===== src/design/lbg_pkg.sv =====
// Shared types, constants and helper functions of the LED bar gauge renderer.
`timescale 1ns / 1ps
`default_nettype none
package lbg_pkg;

    localparam int MAX_LEDS    = 64;
    localparam int LED_W       = $clog2(MAX_LEDS);
    localparam int CNT_W       = LED_W + 1;
    localparam int QUEUE_DEPTH = 2;
    localparam int QPTR_W      = $clog2(QUEUE_DEPTH);
    localparam int DIV_STEPS   = 16;
    localparam int DCNT_W      = $clog2(DIV_STEPS) + 1;

    localparam logic [16:0] HUE_0667 = 17'd43713;
    localparam logic [16:0] HUE_0333 = 17'd21823;
    localparam logic [16:0] HUE_1000 = 17'd65536;
    localparam logic [16:0] HUE_0000 = 17'd0;
    localparam logic [16:0] Q16_ONE  = 17'd65536;

    localparam logic [1:0] MODE_ALL   = 2'd0;
    localparam logic [1:0] MODE_TEMP  = 2'd1;
    localparam logic [1:0] MODE_PRESS = 2'd2;
    localparam logic [1:0] MODE_HUM   = 2'd3;

    localparam logic [1:0] QTY_TEMP  = 2'd0;
    localparam logic [1:0] QTY_PRESS = 2'd1;
    localparam logic [1:0] QTY_HUM   = 2'd2;

    typedef enum logic [2:0] {
        REG_LED_COUNT  = 3'd0,
        REG_TEMP_LOW   = 3'd1,
        REG_TEMP_SPAN  = 3'd2,
        REG_PRESS_LOW  = 3'd3,
        REG_PRESS_SPAN = 3'd4,
        REG_HUM_LOW    = 3'd5,
        REG_HUM_SPAN   = 3'd6
    } lbg_reg_t;

    typedef struct packed {
        logic [CNT_W-1:0]   led_count;
        logic signed [14:0] temp_low;
        logic [13:0]        temp_span;
        logic [16:0]        press_low;
        logic [16:0]        press_span;
        logic [13:0]        hum_low;
        logic [13:0]        hum_span;
    } lbg_cfg_t;

    typedef struct packed {
        logic signed [14:0] temperature;
        logic [16:0]        pressure;
        logic [13:0]        humidity;
        logic [1:0]         mode;
    } lbg_item_t;

    typedef struct packed {
        logic        start;
        logic [16:0] rem_init;
        logic [15:0] dividend;
        logic [16:0] divisor;
    } lbg_div_req_t;

    typedef struct packed {
        logic        done;
        logic [15:0] quo;
        logic [16:0] rem;
    } lbg_div_rsp_t;

    // floor(x / 3) for x <= 128
    function automatic logic [6:0] div3(input logic [7:0] x);
        logic [15:0] prod;
        prod = x * 8'd171;
        return prod[15:9];
    endfunction

    function automatic logic [16:0] hue_start(input logic [1:0] qty);
        logic [16:0] h;
        case (qty)
            QTY_TEMP: h = HUE_0667;
            QTY_PRESS: h = HUE_0333;
            default: h = HUE_0333;
        endcase
        return h;
    endfunction

    function automatic logic [16:0] hue_stop(input logic [1:0] qty);
        logic [16:0] h;
        case (qty)
            QTY_TEMP: h = HUE_1000;
            QTY_PRESS: h = HUE_0000;
            default: h = HUE_0667;
        endcase
        return h;
    endfunction

    // magnitude of the hue sweep across a section
    function automatic logic [15:0] hue_delta(input logic [1:0] qty);
        logic [16:0] d;
        if (hue_stop(qty) >= hue_start(qty))
        begin
            d = hue_stop(qty) - hue_start(qty);
        end
        else
        begin
            d = hue_start(qty) - hue_stop(qty);
        end
        return d[15:0];
    endfunction

    function automatic logic hue_down(input logic [1:0] qty);
        return hue_stop(qty) < hue_start(qty);
    endfunction

endpackage
`default_nettype wire


===== src/design/lbg_div.sv =====
// Shared restoring divider, one quotient bit per cycle.
`timescale 1ns / 1ps
`default_nettype none
module lbg_div (
    input  wire logic                  clk,
    input  wire logic                  rst_n,
    input  wire lbg_pkg::lbg_div_req_t req,
    output lbg_pkg::lbg_div_rsp_t      rsp
);
    import lbg_pkg::*;

    logic              busy_reg, busy_next;
    logic              done_reg, done_next;
    logic [DCNT_W-1:0] cnt_reg, cnt_next;
    logic [16:0]       rem_reg, rem_next;
    logic [15:0]       dvd_reg, dvd_next;
    logic [15:0]       quo_reg, quo_next;
    logic [16:0]       dsr_reg, dsr_next;
    logic [18:0]       diff;

    always_comb
    begin
        diff      = {1'b0, rem_reg, dvd_reg[15]} - {2'b00, dsr_reg};
        busy_next = busy_reg;
        done_next = 1'b0;
        cnt_next  = cnt_reg;
        rem_next  = rem_reg;
        dvd_next  = dvd_reg;
        quo_next  = quo_reg;
        dsr_next  = dsr_reg;
        if (req.start)
        begin
            busy_next = 1'b1;
            cnt_next  = DCNT_W'(DIV_STEPS);
            rem_next  = req.rem_init;
            dvd_next  = req.dividend;
            dsr_next  = req.divisor;
            quo_next  = '0;
        end
        else if (busy_reg)
        begin
            dvd_next = {dvd_reg[14:0], 1'b0};
            if (!diff[18])
            begin
                rem_next = diff[16:0];
                quo_next = {quo_reg[14:0], 1'b1};
            end
            else
            begin
                rem_next = {rem_reg[15:0], dvd_reg[15]};
                quo_next = {quo_reg[14:0], 1'b0};
            end
            cnt_next = cnt_reg - 1'b1;
            if (cnt_reg == DCNT_W'(1))
            begin
                busy_next = 1'b0;
                done_next = 1'b1;
            end
        end
    end

    always_ff @(posedge clk or negedge rst_n)
    begin
        if (!rst_n)
        begin
            busy_reg <= 1'b0;
            done_reg <= 1'b0;
            cnt_reg  <= '0;
        end
        else
        begin
            busy_reg <= busy_next;
            done_reg <= done_next;
            cnt_reg  <= cnt_next;
        end
    end

    always_ff @(posedge clk)
    begin
        rem_reg <= rem_next;
        dvd_reg <= dvd_next;
        quo_reg <= quo_next;
        dsr_reg <= dsr_next;
    end

    assign rsp.done = done_reg;
    assign rsp.quo  = quo_reg;
    assign rsp.rem  = rem_reg;

endmodule
`default_nettype wire


===== src/design/lbg_queue.sv =====
// Short FIFO of readings between the front and the renderer.
`timescale 1ns / 1ps
`default_nettype none
module lbg_queue (
    input  wire logic               clk,
    input  wire logic               rst_n,
    input  wire logic               push,
    input  wire lbg_pkg::lbg_item_t push_data,
    output logic                    full,
    input  wire logic               pop,
    output lbg_pkg::lbg_item_t      pop_data,
    output logic                    empty
);
    import lbg_pkg::*;

    lbg_item_t         mem_reg [QUEUE_DEPTH];
    logic [QPTR_W-1:0] wr_ptr_reg, rd_ptr_reg;
    logic [QPTR_W:0]   count_reg;

    assign full     = (count_reg == (QPTR_W+1)'(QUEUE_DEPTH));
    assign empty    = (count_reg == '0);
    assign pop_data = mem_reg[rd_ptr_reg];

    always_ff @(posedge clk or negedge rst_n)
    begin
        if (!rst_n)
        begin
            wr_ptr_reg <= '0;
            rd_ptr_reg <= '0;
            count_reg  <= '0;
        end
        else
        begin
            if (push)
            begin
                wr_ptr_reg <= wr_ptr_reg + 1'b1;
            end
            if (pop)
            begin
                rd_ptr_reg <= rd_ptr_reg + 1'b1;
            end
            if (push && !pop)
            begin
                count_reg <= count_reg + 1'b1;
            end
            else if (pop && !push)
            begin
                count_reg <= count_reg - 1'b1;
            end
        end
    end

    always_ff @(posedge clk)
    begin
        if (push)
        begin
            mem_reg[wr_ptr_reg] <= push_data;
        end
    end

endmodule
`default_nettype wire


===== src/design/lbg_front.sv =====
// Input side: takes readings, keeps the display mode, queues readings to render.
`timescale 1ns / 1ps
`default_nettype none
module lbg_front (
    input  wire logic                        clk,
    input  wire logic                        rst_n,
    input  wire logic                        s_tvalid,
    output logic                             s_tready,
    input  wire logic [47:0]                 s_tdata,
    input  wire logic                        s_tuser,
    input  wire logic [lbg_pkg::CNT_W-1:0]   led_count,
    input  wire logic                        q_full,
    output logic                             push,
    output lbg_pkg::lbg_item_t               push_data
);
    import lbg_pkg::*;

    logic [1:0] mode_reg, mode_next;
    logic       accept;
    logic       next_pressed, previous_pressed;

    assign s_tready         = !q_full;
    assign accept           = s_tvalid && s_tready;
    assign next_pressed     = s_tdata[46];
    assign previous_pressed = s_tdata[47];

    assign push                  = accept && s_tuser && (led_count != '0);
    assign push_data.temperature = s_tdata[14:0];
    assign push_data.pressure    = s_tdata[31:15];
    assign push_data.humidity    = s_tdata[45:32];
    assign push_data.mode        = mode_reg;

    always_comb
    begin
        mode_next = mode_reg;
        if (accept)
        begin
            if (next_pressed)
            begin
                mode_next = mode_reg + 2'd1;
            end
            else if (previous_pressed)
            begin
                mode_next = mode_reg - 2'd1;
            end
        end
    end

    always_ff @(posedge clk or negedge rst_n)
    begin
        if (!rst_n)
        begin
            mode_reg <= MODE_ALL;
        end
        else
        begin
            mode_reg <= mode_next;
        end
    end

endmodule
`default_nettype wire


===== src/design/lbg_back.sv =====
// Renderer: per section works out fill level and hue step, then emits one beat per LED.
`timescale 1ns / 1ps
`default_nettype none
module lbg_back (
    input  wire logic                  clk,
    input  wire logic                  rst_n,
    input  wire lbg_pkg::lbg_cfg_t     cfg,
    input  wire logic                  q_empty,
    input  wire lbg_pkg::lbg_item_t    q_data,
    output logic                       pop,
    output lbg_pkg::lbg_div_req_t      div_req,
    input  wire lbg_pkg::lbg_div_rsp_t div_rsp,
    output logic                       m_tvalid,
    input  wire logic                  m_tready,
    output logic [47:0]                m_tdata,  // led_index, hue, saturation_on, brightness
    output logic [1:0]                 m_tuser,  // shown_mode
    output logic                       m_tlast
);
    import lbg_pkg::*;

    typedef enum logic [7:0] {
        S_IDLE  = 8'b0000_0001,
        S_SEC   = 8'b0000_0010,
        S_PCT   = 8'b0000_0100,
        S_PWAIT = 8'b0000_1000,
        S_HDIV  = 8'b0001_0000,
        S_HWAIT = 8'b0010_0000,
        S_MUL   = 8'b0100_0000,
        S_EMIT  = 8'b1000_0000
    } state_t;

    state_t            state_reg, state_next;
    lbg_item_t         item_reg, item_next;
    logic [CNT_W-1:0]  n_reg, n_next;
    logic [CNT_W-1:0]  a_reg, a_next;
    logic [CNT_W-1:0]  b_reg, b_next;
    logic [1:0]        sec_reg, sec_next;
    logic [1:0]        qty_reg, qty_next;
    logic              last_reg, last_next;
    logic [LED_W-1:0]  start_reg, start_next;
    logic [CNT_W-1:0]  r_reg, r_next;
    logic [16:0]       p_reg, p_next;
    logic [22:0]       l_reg, l_next;
    logic [15:0]       qstep_reg, qstep_next;
    logic [LED_W-1:0]  rstep_reg, rstep_next;
    logic [15:0]       accq_reg, accq_next;
    logic [LED_W-1:0]  accr_reg, accr_next;
    logic [LED_W-1:0]  i_reg, i_next;

    logic              out_valid_reg, out_valid_next;
    logic [LED_W-1:0]  idx_reg;
    logic [16:0]       hue_reg;
    logic              sat_reg;
    logic [16:0]       bri_reg;
    logic [1:0]        shown_reg;
    logic              olast_reg;

    logic [CNT_W-1:0]  sec_start, sec_end;
    logic [1:0]        sec_qty;
    logic              sec_last;
    logic [CNT_W-1:0]  n_sat;
    logic signed [17:0] num;
    logic [16:0]       span_eff;
    logic              num_le0, num_ge_span;
    logic [CNT_W-1:0]  rm1;
    logic              out_load;
    logic [CNT_W-1:0]  r_sum;
    logic [22:0]       lo, hi;
    logic              led_full, led_edge;
    logic [16:0]       hue_val;
    logic [16:0]       bri_val;

    // section bounds for the current item and section counter
    always_comb
    begin
        sec_start = '0;
        sec_end   = n_reg;
        sec_last  = 1'b1;
        sec_qty   = item_reg.mode - 2'd1;
        if (item_reg.mode == MODE_ALL)
        begin
            case (sec_reg)
                2'd0:
                begin
                    sec_qty  = QTY_TEMP;
                    sec_end  = a_reg;
                    sec_last = 1'b0;
                end
                2'd1:
                begin
                    sec_qty   = QTY_PRESS;
                    sec_start = a_reg;
                    sec_end   = b_reg;
                    sec_last  = 1'b0;
                end
                default:
                begin
                    sec_qty   = QTY_HUM;
                    sec_start = b_reg;
                end
            endcase
        end
    end

    // numerator and span of the percent for the selected quantity
    always_comb
    begin
        case (qty_reg)
            QTY_TEMP:
            begin
                num      = {{3{item_reg.temperature[14]}}, item_reg.temperature}
                         - {{3{cfg.temp_low[14]}}, cfg.temp_low};
                span_eff = {3'b000, cfg.temp_span};
            end
            QTY_PRESS:
            begin
                num      = {1'b0, item_reg.pressure} - {1'b0, cfg.press_low};
                span_eff = cfg.press_span;
            end
            default:
            begin
                num      = {4'b0000, item_reg.humidity} - {4'b0000, cfg.hum_low};
                span_eff = {3'b000, cfg.hum_span};
            end
        endcase
        if (span_eff == '0)
        begin
            span_eff = 17'd1;
        end
        num_le0     = num[17] || (num == '0);
        num_ge_span = !num[17] && (num[16:0] >= span_eff);
    end

    assign n_sat = (cfg.led_count > CNT_W'(MAX_LEDS)) ? CNT_W'(MAX_LEDS) : cfg.led_count;
    assign rm1   = r_reg - 1'b1;

    // per-LED values
    assign lo       = {1'b0, i_reg, 16'h0000};
    assign hi       = {i_reg + 7'd1, 16'h0000};
    assign led_full = (hi <= l_reg);
    assign led_edge = (lo <= l_reg);
    assign hue_val  = hue_down(qty_reg) ? (hue_start(qty_reg) - {1'b0, accq_reg})
                                        : (hue_start(qty_reg) + {1'b0, accq_reg});
    assign bri_val  = led_full ? Q16_ONE : 17'(l_reg - lo);
    assign r_sum    = {1'b0, accr_reg} + {1'b0, rstep_reg};

    assign out_load = (state_reg == S_EMIT) && (!out_valid_reg || m_tready);
    assign pop      = (state_reg == S_IDLE) && !q_empty;

    always_comb
    begin
        div_req.start    = 1'b0;
        div_req.rem_init = num[16:0];
        div_req.dividend = '0;
        div_req.divisor  = span_eff;
        if (state_reg == S_PCT)
        begin
            div_req.start = !num_le0 && !num_ge_span;
        end
        else if (state_reg == S_HDIV)
        begin
            div_req.start    = (r_reg > CNT_W'(1));
            div_req.rem_init = '0;
            div_req.dividend = hue_delta(qty_reg);
            div_req.divisor  = {{(17-CNT_W){1'b0}}, rm1};
        end
    end

    always_comb
    begin
        state_next = state_reg;
        item_next  = item_reg;
        n_next     = n_reg;
        a_next     = a_reg;
        b_next     = b_reg;
        sec_next   = sec_reg;
        qty_next   = qty_reg;
        last_next  = last_reg;
        start_next = start_reg;
        r_next     = r_reg;
        p_next     = p_reg;
        l_next     = l_reg;
        qstep_next = qstep_reg;
        rstep_next = rstep_reg;
        accq_next  = accq_reg;
        accr_next  = accr_reg;
        i_next     = i_reg;
        case (state_reg)
            S_IDLE:
            begin
                if (!q_empty)
                begin
                    item_next  = q_data;
                    n_next     = n_sat;
                    a_next     = div3({1'b0, n_sat});
                    b_next     = div3({n_sat, 1'b0});
                    sec_next   = '0;
                    state_next = S_SEC;
                end
            end
            S_SEC:
            begin
                if (sec_end > sec_start)
                begin
                    qty_next   = sec_qty;
                    last_next  = sec_last;
                    start_next = sec_start[LED_W-1:0];
                    r_next     = sec_end - sec_start;
                    state_next = S_PCT;
                end
                else if (sec_last)
                begin
                    state_next = S_IDLE;
                end
                else
                begin
                    sec_next = sec_reg + 2'd1;
                end
            end
            S_PCT:
            begin
                if (num_le0)
                begin
                    p_next     = '0;
                    state_next = S_HDIV;
                end
                else if (num_ge_span)
                begin
                    p_next     = Q16_ONE;
                    state_next = S_HDIV;
                end
                else
                begin
                    state_next = S_PWAIT;
                end
            end
            S_PWAIT:
            begin
                if (div_rsp.done)
                begin
                    p_next     = {1'b0, div_rsp.quo};
                    state_next = S_HDIV;
                end
            end
            S_HDIV:
            begin
                if (r_reg > CNT_W'(1))
                begin
                    state_next = S_HWAIT;
                end
                else
                begin
                    qstep_next = '0;
                    rstep_next = '0;
                    state_next = S_MUL;
                end
            end
            S_HWAIT:
            begin
                if (div_rsp.done)
                begin
                    qstep_next = div_rsp.quo;
                    rstep_next = div_rsp.rem[LED_W-1:0];
                    state_next = S_MUL;
                end
            end
            S_MUL:
            begin
                l_next     = 23'(p_reg * r_reg);
                accq_next  = '0;
                accr_next  = '0;
                i_next     = '0;
                state_next = S_EMIT;
            end
            S_EMIT:
            begin
                if (out_load)
                begin
                    if (r_sum >= rm1)
                    begin
                        accr_next = LED_W'(r_sum - rm1);
                        accq_next = accq_reg + qstep_reg + 16'd1;
                    end
                    else
                    begin
                        accr_next = r_sum[LED_W-1:0];
                        accq_next = accq_reg + qstep_reg;
                    end
                    i_next = i_reg + 1'b1;
                    if ({1'b0, i_reg} == rm1)
                    begin
                        if (last_reg)
                        begin
                            state_next = S_IDLE;
                        end
                        else
                        begin
                            sec_next   = sec_reg + 2'd1;
                            state_next = S_SEC;
                        end
                    end
                end
            end
            default:
            begin
                state_next = S_IDLE;
            end
        endcase
    end

    always_comb
    begin
        out_valid_next = out_valid_reg;
        if (out_load)
        begin
            out_valid_next = 1'b1;
        end
        else if (m_tready)
        begin
            out_valid_next = 1'b0;
        end
    end

    always_ff @(posedge clk or negedge rst_n)
    begin
        if (!rst_n)
        begin
            state_reg     <= S_IDLE;
            sec_reg       <= '0;
            out_valid_reg <= 1'b0;
        end
        else
        begin
            state_reg     <= state_next;
            sec_reg       <= sec_next;
            out_valid_reg <= out_valid_next;
        end
    end

    always_ff @(posedge clk)
    begin
        item_reg  <= item_next;
        n_reg     <= n_next;
        a_reg     <= a_next;
        b_reg     <= b_next;
        qty_reg   <= qty_next;
        last_reg  <= last_next;
        start_reg <= start_next;
        r_reg     <= r_next;
        p_reg     <= p_next;
        l_reg     <= l_next;
        qstep_reg <= qstep_next;
        rstep_reg <= rstep_next;
        accq_reg  <= accq_next;
        accr_reg  <= accr_next;
        i_reg     <= i_next;
        if (out_load)
        begin
            idx_reg   <= start_reg + i_reg;
            hue_reg   <= led_edge ? hue_val : '0;
            sat_reg   <= led_edge;
            bri_reg   <= led_edge ? bri_val : '0;
            shown_reg <= item_reg.mode;
            olast_reg <= last_reg && ({1'b0, i_reg} == rm1);
        end
    end

    assign m_tvalid = out_valid_reg;
    assign m_tdata  = {7'b0, bri_reg, sat_reg, hue_reg, idx_reg};
    assign m_tuser  = shown_reg;
    assign m_tlast  = olast_reg;

    a_emit_in_section: assert property (@(posedge clk) disable iff (!rst_n)
        (state_reg == S_EMIT) |-> ({1'b0, i_reg} < r_reg))
        else $error("LED counter beyond section length");

    a_bri_range: assert property (@(posedge clk) disable iff (!rst_n)
        out_valid_reg |-> (bri_reg <= Q16_ONE))
        else $error("brightness above full scale");

    a_off_led_dark: assert property (@(posedge clk) disable iff (!rst_n)
        (out_valid_reg && !sat_reg) |-> ((bri_reg == '0) && (hue_reg == '0)))
        else $error("unlit LED carries hue or brightness");

    a_div_done_expected: assert property (@(posedge clk) disable iff (!rst_n)
        div_rsp.done |-> ((state_reg == S_PWAIT) || (state_reg == S_HWAIT)))
        else $error("divider result with no request pending");

endmodule
`default_nettype wire


===== src/design/led_bar_gauge_renderer_top.sv =====
// Top level of the LED bar gauge renderer: config registers and block wiring.
`timescale 1ns / 1ps
`default_nettype none
// One input beat carries a reading and two button flags; a valid reading with a nonzero LED
// count yields one output beat per LED (at most 64) in strip order, tlast on the final one,
// while invalid readings only step the display mode. Readings pass through a two-entry
// queue to the renderer, which handles one reading at a time. For each gauge section the
// renderer, after setup, works out the fill percent and then the hue step, both on one
// shared bit-serial divider, then multiplies and emits one beat per LED while the output
// is taken. Configuration writes are accepted every cycle and must be made while idle.
module led_bar_gauge_renderer_top (
    input  wire logic        clk,
    input  wire logic        rst_n,
    input  wire logic        s_tvalid,
    output logic             s_tready,
    input  wire logic [47:0] s_tdata,   // temperature, pressure, humidity, next_pressed,
                                        // previous_pressed
    input  wire logic        s_tuser,   // reading_valid
    output logic             m_tvalid,
    input  wire logic        m_tready,
    output logic [47:0]      m_tdata,   // led_index, hue, saturation_on, brightness
    output logic [1:0]       m_tuser,   // shown_mode
    output logic             m_tlast,   // last_led
    input  wire logic        cfg_valid,
    output logic             cfg_ready,
    input  wire logic [2:0]  cfg_index,
    input  wire logic [16:0] cfg_data
);
    import lbg_pkg::*;

    lbg_cfg_t     cfg_reg;
    logic         q_push, q_full, q_pop, q_empty;
    lbg_item_t    q_wdata, q_rdata;
    lbg_div_req_t div_req;
    lbg_div_rsp_t div_rsp;

    assign cfg_ready = 1'b1;

    always_ff @(posedge clk or negedge rst_n)
    begin
        if (!rst_n)
        begin
            cfg_reg.led_count  <= CNT_W'(30);
            cfg_reg.temp_low   <= 15'sd2000;
            cfg_reg.temp_span  <= 14'd1500;
            cfg_reg.press_low  <= 17'd87000;
            cfg_reg.press_span <= 17'd21500;
            cfg_reg.hum_low    <= 14'd0;
            cfg_reg.hum_span   <= 14'd10000;
        end
        else if (cfg_valid && cfg_ready)
        begin
            case (lbg_reg_t'(cfg_index))
                REG_LED_COUNT:  cfg_reg.led_count  <= cfg_data[CNT_W-1:0];
                REG_TEMP_LOW:   cfg_reg.temp_low   <= cfg_data[14:0];
                REG_TEMP_SPAN:  cfg_reg.temp_span  <= cfg_data[13:0];
                REG_PRESS_LOW:  cfg_reg.press_low  <= cfg_data;
                REG_PRESS_SPAN: cfg_reg.press_span <= cfg_data;
                REG_HUM_LOW:    cfg_reg.hum_low    <= cfg_data[13:0];
                REG_HUM_SPAN:   cfg_reg.hum_span   <= cfg_data[13:0];
                default:        ;
            endcase
        end
    end

    lbg_front u_front (
        .clk       (clk),
        .rst_n     (rst_n),
        .s_tvalid  (s_tvalid),
        .s_tready  (s_tready),
        .s_tdata   (s_tdata),
        .s_tuser   (s_tuser),
        .led_count (cfg_reg.led_count),
        .q_full    (q_full),
        .push      (q_push),
        .push_data (q_wdata)
    );

    lbg_queue u_queue (
        .clk       (clk),
        .rst_n     (rst_n),
        .push      (q_push),
        .push_data (q_wdata),
        .full      (q_full),
        .pop       (q_pop),
        .pop_data  (q_rdata),
        .empty     (q_empty)
    );

    lbg_div u_div (
        .clk   (clk),
        .rst_n (rst_n),
        .req   (div_req),
        .rsp   (div_rsp)
    );

    lbg_back u_back (
        .clk      (clk),
        .rst_n    (rst_n),
        .cfg      (cfg_reg),
        .q_empty  (q_empty),
        .q_data   (q_rdata),
        .pop      (q_pop),
        .div_req  (div_req),
        .div_rsp  (div_rsp),
        .m_tvalid (m_tvalid),
        .m_tready (m_tready),
        .m_tdata  (m_tdata),
        .m_tuser  (m_tuser),
        .m_tlast  (m_tlast)
    );

endmodule
`default_nettype wire

===== config.mk =====
export PLATFORM = sky130hd
export DESIGN_NAME = led_bar_gauge_renderer_top
export DESIGN_NICKNAME = d
export VERILOG_FILES = /design/src/design/lbg_pkg.sv /design/src/design/lbg_div.sv /design/src/design/lbg_queue.sv /design/src/design/lbg_front.sv /design/src/design/lbg_back.sv /design/src/design/led_bar_gauge_renderer_top.sv
export SDC_FILE = /design/constraint.sdc
export NUM_CORES = 1
export LEC_CHECK = 0
export BUFFER_PORTS_ARGS = -buffer_cell sky130_fd_sc_hd__buf_2
export CAP_MARGIN = 5
export CORE_ASPECT_RATIO = 1.2
export CORE_UTILIZATION = 55
export CTS_CLUSTER_DIAMETER = 150
export DETAILED_ROUTE_END_ITERATION = 8
export GPL_TIMING_DRIVEN = 0
export PLACE_DENSITY_LB_ADDON = 0.2
export SYNTH_ARGS = -nofsm -noshare
export SYNTH_HDL_FRONTEND = slang
export SYNTH_SLANG_ARGS = --single-unit
export TNS_END_PERCENT = 20

===== constraint.sdc =====
create_clock -name clk -period 10.48 [get_ports clk]
set_input_delay 0.524 -clock clk [delete_from_list [all_inputs] [get_ports clk]]
set_output_delay 0.524 -clock clk [all_outputs]
set_load 0.005 [all_outputs]

==> flow_metrics.tcl <==
set metrics [dict create \
    crit_arrival_ns 7.63 \
    synth-main-ff-cell "edfxtp_1" \
    tns_ns 0 \
    ys_ff_latch 496 \
    hp-class "input port to register" \
    clk_latency_ns 0.60 \
    die_area_sq_um 55700 \
    drv_slew 0 \
    rrSetupSlack_ns 3.05 \
    netlist_area_sq_um 30100 \
    sequentialPowerShare_pct 27.2 \
    core_sq_um 53900 \
    die_width_microns 216 \
    layout.nets 3238 \
    combPwrFrac_pct 57.7 \
    hold_viol_final 0 \
    grt_util_all_layers_pct 24.8 \
    gp_congestion 0.918 \
    port_buffers 117 \
    fill_cells 4195 \
    drive_gt1_share_pct 15.2 \
    fin_hold_ws_ns 0.112 \
    cp_max_fo 33 \
    crit_required_ns 10.69 \
    yosysTopAreaCell "edfxtp_1" \
    vdd_ir_drop_max_mv 0.416 \
    yosys-top-cells-area "edfxtp_1 36%, ha_1 9.5%, dfrtp_1 6.6%" \
    tritoncts "yes" \
    dp_hpwl_microns 52700 \
    first_pass_iters 7 \
    max_freq_mhz 135 \
    synth-seq-area-share_pct 47.1 \
    antenna_found_initial 0 \
    dr.first_iter.drc_count 1129 \
    cts_resized 0 \
    wl_microns 67800 \
    synth_top_area_share_pct 35.7 \
    setup_viol 0 \
    via_per_inst 5.66 \
    overflow 0 \
    max_cap_viol_count 0 \
    grt_start_max_net_pins 82 \
    crit_path_start "u_back.qty_reg[0]" \
    grt_pass1_vias 21335 \
    cp-start-kind "register" \
    die_y_microns 258 \
    synthToLayoutAreaGrowth_pct 11.0 \
    synth.avg_cell_area_sq_um 11.3 \
    rsz0062_at_grt "false" \
    n_antenna_cell 0 \
    io-pin-count 128 \
    synth_edf_count 358 \
    relSlewSlack_pct 6.56 \
    cts_setup_buffers 0 \
    clock_sinks 496 \
    r2r_cells 23 \
    vias 20359 \
    wl_per_cell_microns 18.8 \
    crit_type "register to register" \
    r2r_end "u_div.dvd_reg[11]" \
    clock_path_buffers 3 \
    intPower_w 0.00690 \
    period_needed_ns 7.43 \
    sw_frac_of_total_pct 41.2 \
    seq_area_sq_um 14200 \
    cts_root_buffer "clkbuf_16" \
    htreeDepth 2 \
    p_clk_share_pct 15.1 \
    leakage_nw 14.0 \
    largest_reg_flops 98 \
    route.detailed.drc 0 \
    ys_types 83 \
    tightest_slew_ns 1.38 \
    rr_startpoint "u_back.qty_reg[0]" \
    place_area_sq_um 31800 \
    ys_warn_count 0 \
    final_area_sq_um 33400 \
    period_share_pct 70.9 \
    outcome "completed" \
    crit_path_end "u_div.dvd_reg[11]" \
    power_density_nw_per_um2 351 \
    syn_inst 2663 \
    synthArstFlopShare_pct 24.6 \
    finClkSkew_ns 0.0236 \
    p_sw_w 0.00484 \
    start_util_pct 55.9 \
    end_kind "register" \
    cts_buffers 49 \
    detail-route-antenna-nets 0 \
    multi_input_area_sq_um 14800 \
    clk_pin_slew_ns 0.06 \
    row_count 93 \
    grt_pass1_wl_microns 110000 \
]
## power groups by stage
| stage | Combinational [W] | Clock [W] | Sequential [W] |
|---|---|---|---|
| after CTS | 0.00680 | 0.00181 | 0.00319 |
| after floorplan | 0.00522 | 0 | 0.00314 |
| after global placement | 0.00652 | 0 | 0.00323 |
| after global routing | 0.00766 | 0.00188 | 0.00324 |
| after detailed placement | 0.00674 | 0 | 0.00323 |
| final | 0.00677 | 0.00178 | 0.00319 |
## area by class of cell
class / instances / area share (%)
timing repair buffer: 125 / 2.19
clock buffer: 59 / 3.90
inverter: 230 / 2.58
buffer: 86 / 1.18
tap: 712 / 2.66
multi-input combinational: 1858 / 44.1
sequential: 496 / 42.4
clock inverter: 32 / 0.958
## cells in the mapped netlist, types with 50 or more instances
cell      count
a21oi_1     117
and2_1       96
clkbuf_1     52
dfrtp_1      80
edfxtp_1    358
fa_1         90
ha_1        228
inv_1       229
mux2_2      136
mux2i_1      62
nand2_1     215
nor2_1      183
nor3_1       50
o21ai_0      82
xnor2_1     101
xor2_1       53
## worst max-delay path, stage by stage (launching register included)
cell      delay (ns)
edfxtp_1        0.40
clkbuf_1        0.60
clkbuf_1        0.60
buf_1           0.65
clkbuf_1        0.67
mux2i_1         0.26
nor2_1          0.05
a21oi_1         0.40
and4_1          0.34
a31o_2          0.21
ha_1            0.15
nor2b_1         0.05
o21a_1          0.17
o21a_1          0.17
o21a_1          0.17
o21a_1          0.17
o21bai_1        0.12
a21oi_1         0.11
a211o_1         0.28
a211o_1         0.35
or2_1           0.25
buf_6           0.15
buf_8           0.15
nand3_2         0.54
## worst min-delay path by stage
stage,startpoint,to,slack (ns),depth (start not counted)
detailed placement,rst_n,cfg_reg[81],0.47,1
finish,s_tdata[19],u_queue.mem_reg[0][20],0.11,1
global route,s_tdata[7],u_queue.mem_reg[1][40],0.09,1
floorplan,rst_n,cfg_reg[0],0.23,0
CTS,s_tdata[0],u_queue.mem_reg[0][33],0.09,1
global placement,u_queue.wr_ptr_reg,u_queue.wr_ptr_reg,0.47,1
## routing by layer
metal  up-vias  global-route usage (%)  part of all wire (%)  wire (microns)
met5         -                       0                     0               0
met4         0                    10.7                   4.1            2790
met3       155                    3.60                   4.4            2960
met2       504                    45.5                    52           35400
met1      9926                    28.8                    39           26700
li1       9774                       -                     -               -
## through the flow
stage | setup WS, ns | utilization [%] | power (W) | std cells
after floorplan | 4.84 | - | 0.00835 | 2670
after global placement | 2.78 | 58.7 | 0.00975 | 3499
after detailed placement | 3.06 | 59.0 | 0.00997 | 3506
after CTS | 3.00 | 62.1 | 0.0118 | 3598
after global routing | 2.84 | 62.1 | 0.0128 | 3598
final | 3.05 | 62.1 | 0.0117 | 3598
## cells in the final DEF, fill, tap and decap left out, types with 11 or more instances in the layout
master       n
a31oi_1     11
nor2_1     182
o22ai_1     12
nand2b_1    27
nor2b_1     31
or2_2       11
buf_1       17
o2bb2ai_1   13
and2_1      95
a211oi_1    18
a21oi_1    117
clkbuf_1    58
nand3_1     30
dfxtp_1     16
dfrtp_1     80
nor3b_1     13
mux2i_1     62
o21ai_0     82
and3_1      16
fa_1        90
a21o_1      38
or3_1       11
dfstp_2     42
clkinv_2    12
nand2_1    215
xor2_1      53
mux2_2     136
ha_1       228
o21a_1      25
xnor2_1    101
nand4_1     13
edfxtp_1   358
buf_2      119
o21bai_1    18
nor4_1      17
clkbuf_16   49
nor3_1      48
inv_1      228
## timing repair
action	in CTS	in global routing
hold buffers	1	0
setup endpoints to repair	0	0
hold endpoints to repair	30	0
## cell families (layout without fill, tap and decap cells)
logic type | after synthesis | after routing | share of synthesized area, %
other | 2 | 9 | 0.0249
buffers and inverters | 316 | 532 | 4.17
xor gates and xnor gates | 155 | 155 | 4.55
AOI/OAI and AO/OA | 421 | 421 | 9.16
muxes | 199 | 199 | 7.18
DFF | 496 | 496 | 47.1
adders and majority gates | 318 | 318 | 15.5
and+or+nand+nor | 756 | 756 | 12.4
Note: power is estimated with default switching activity, not from simulation.
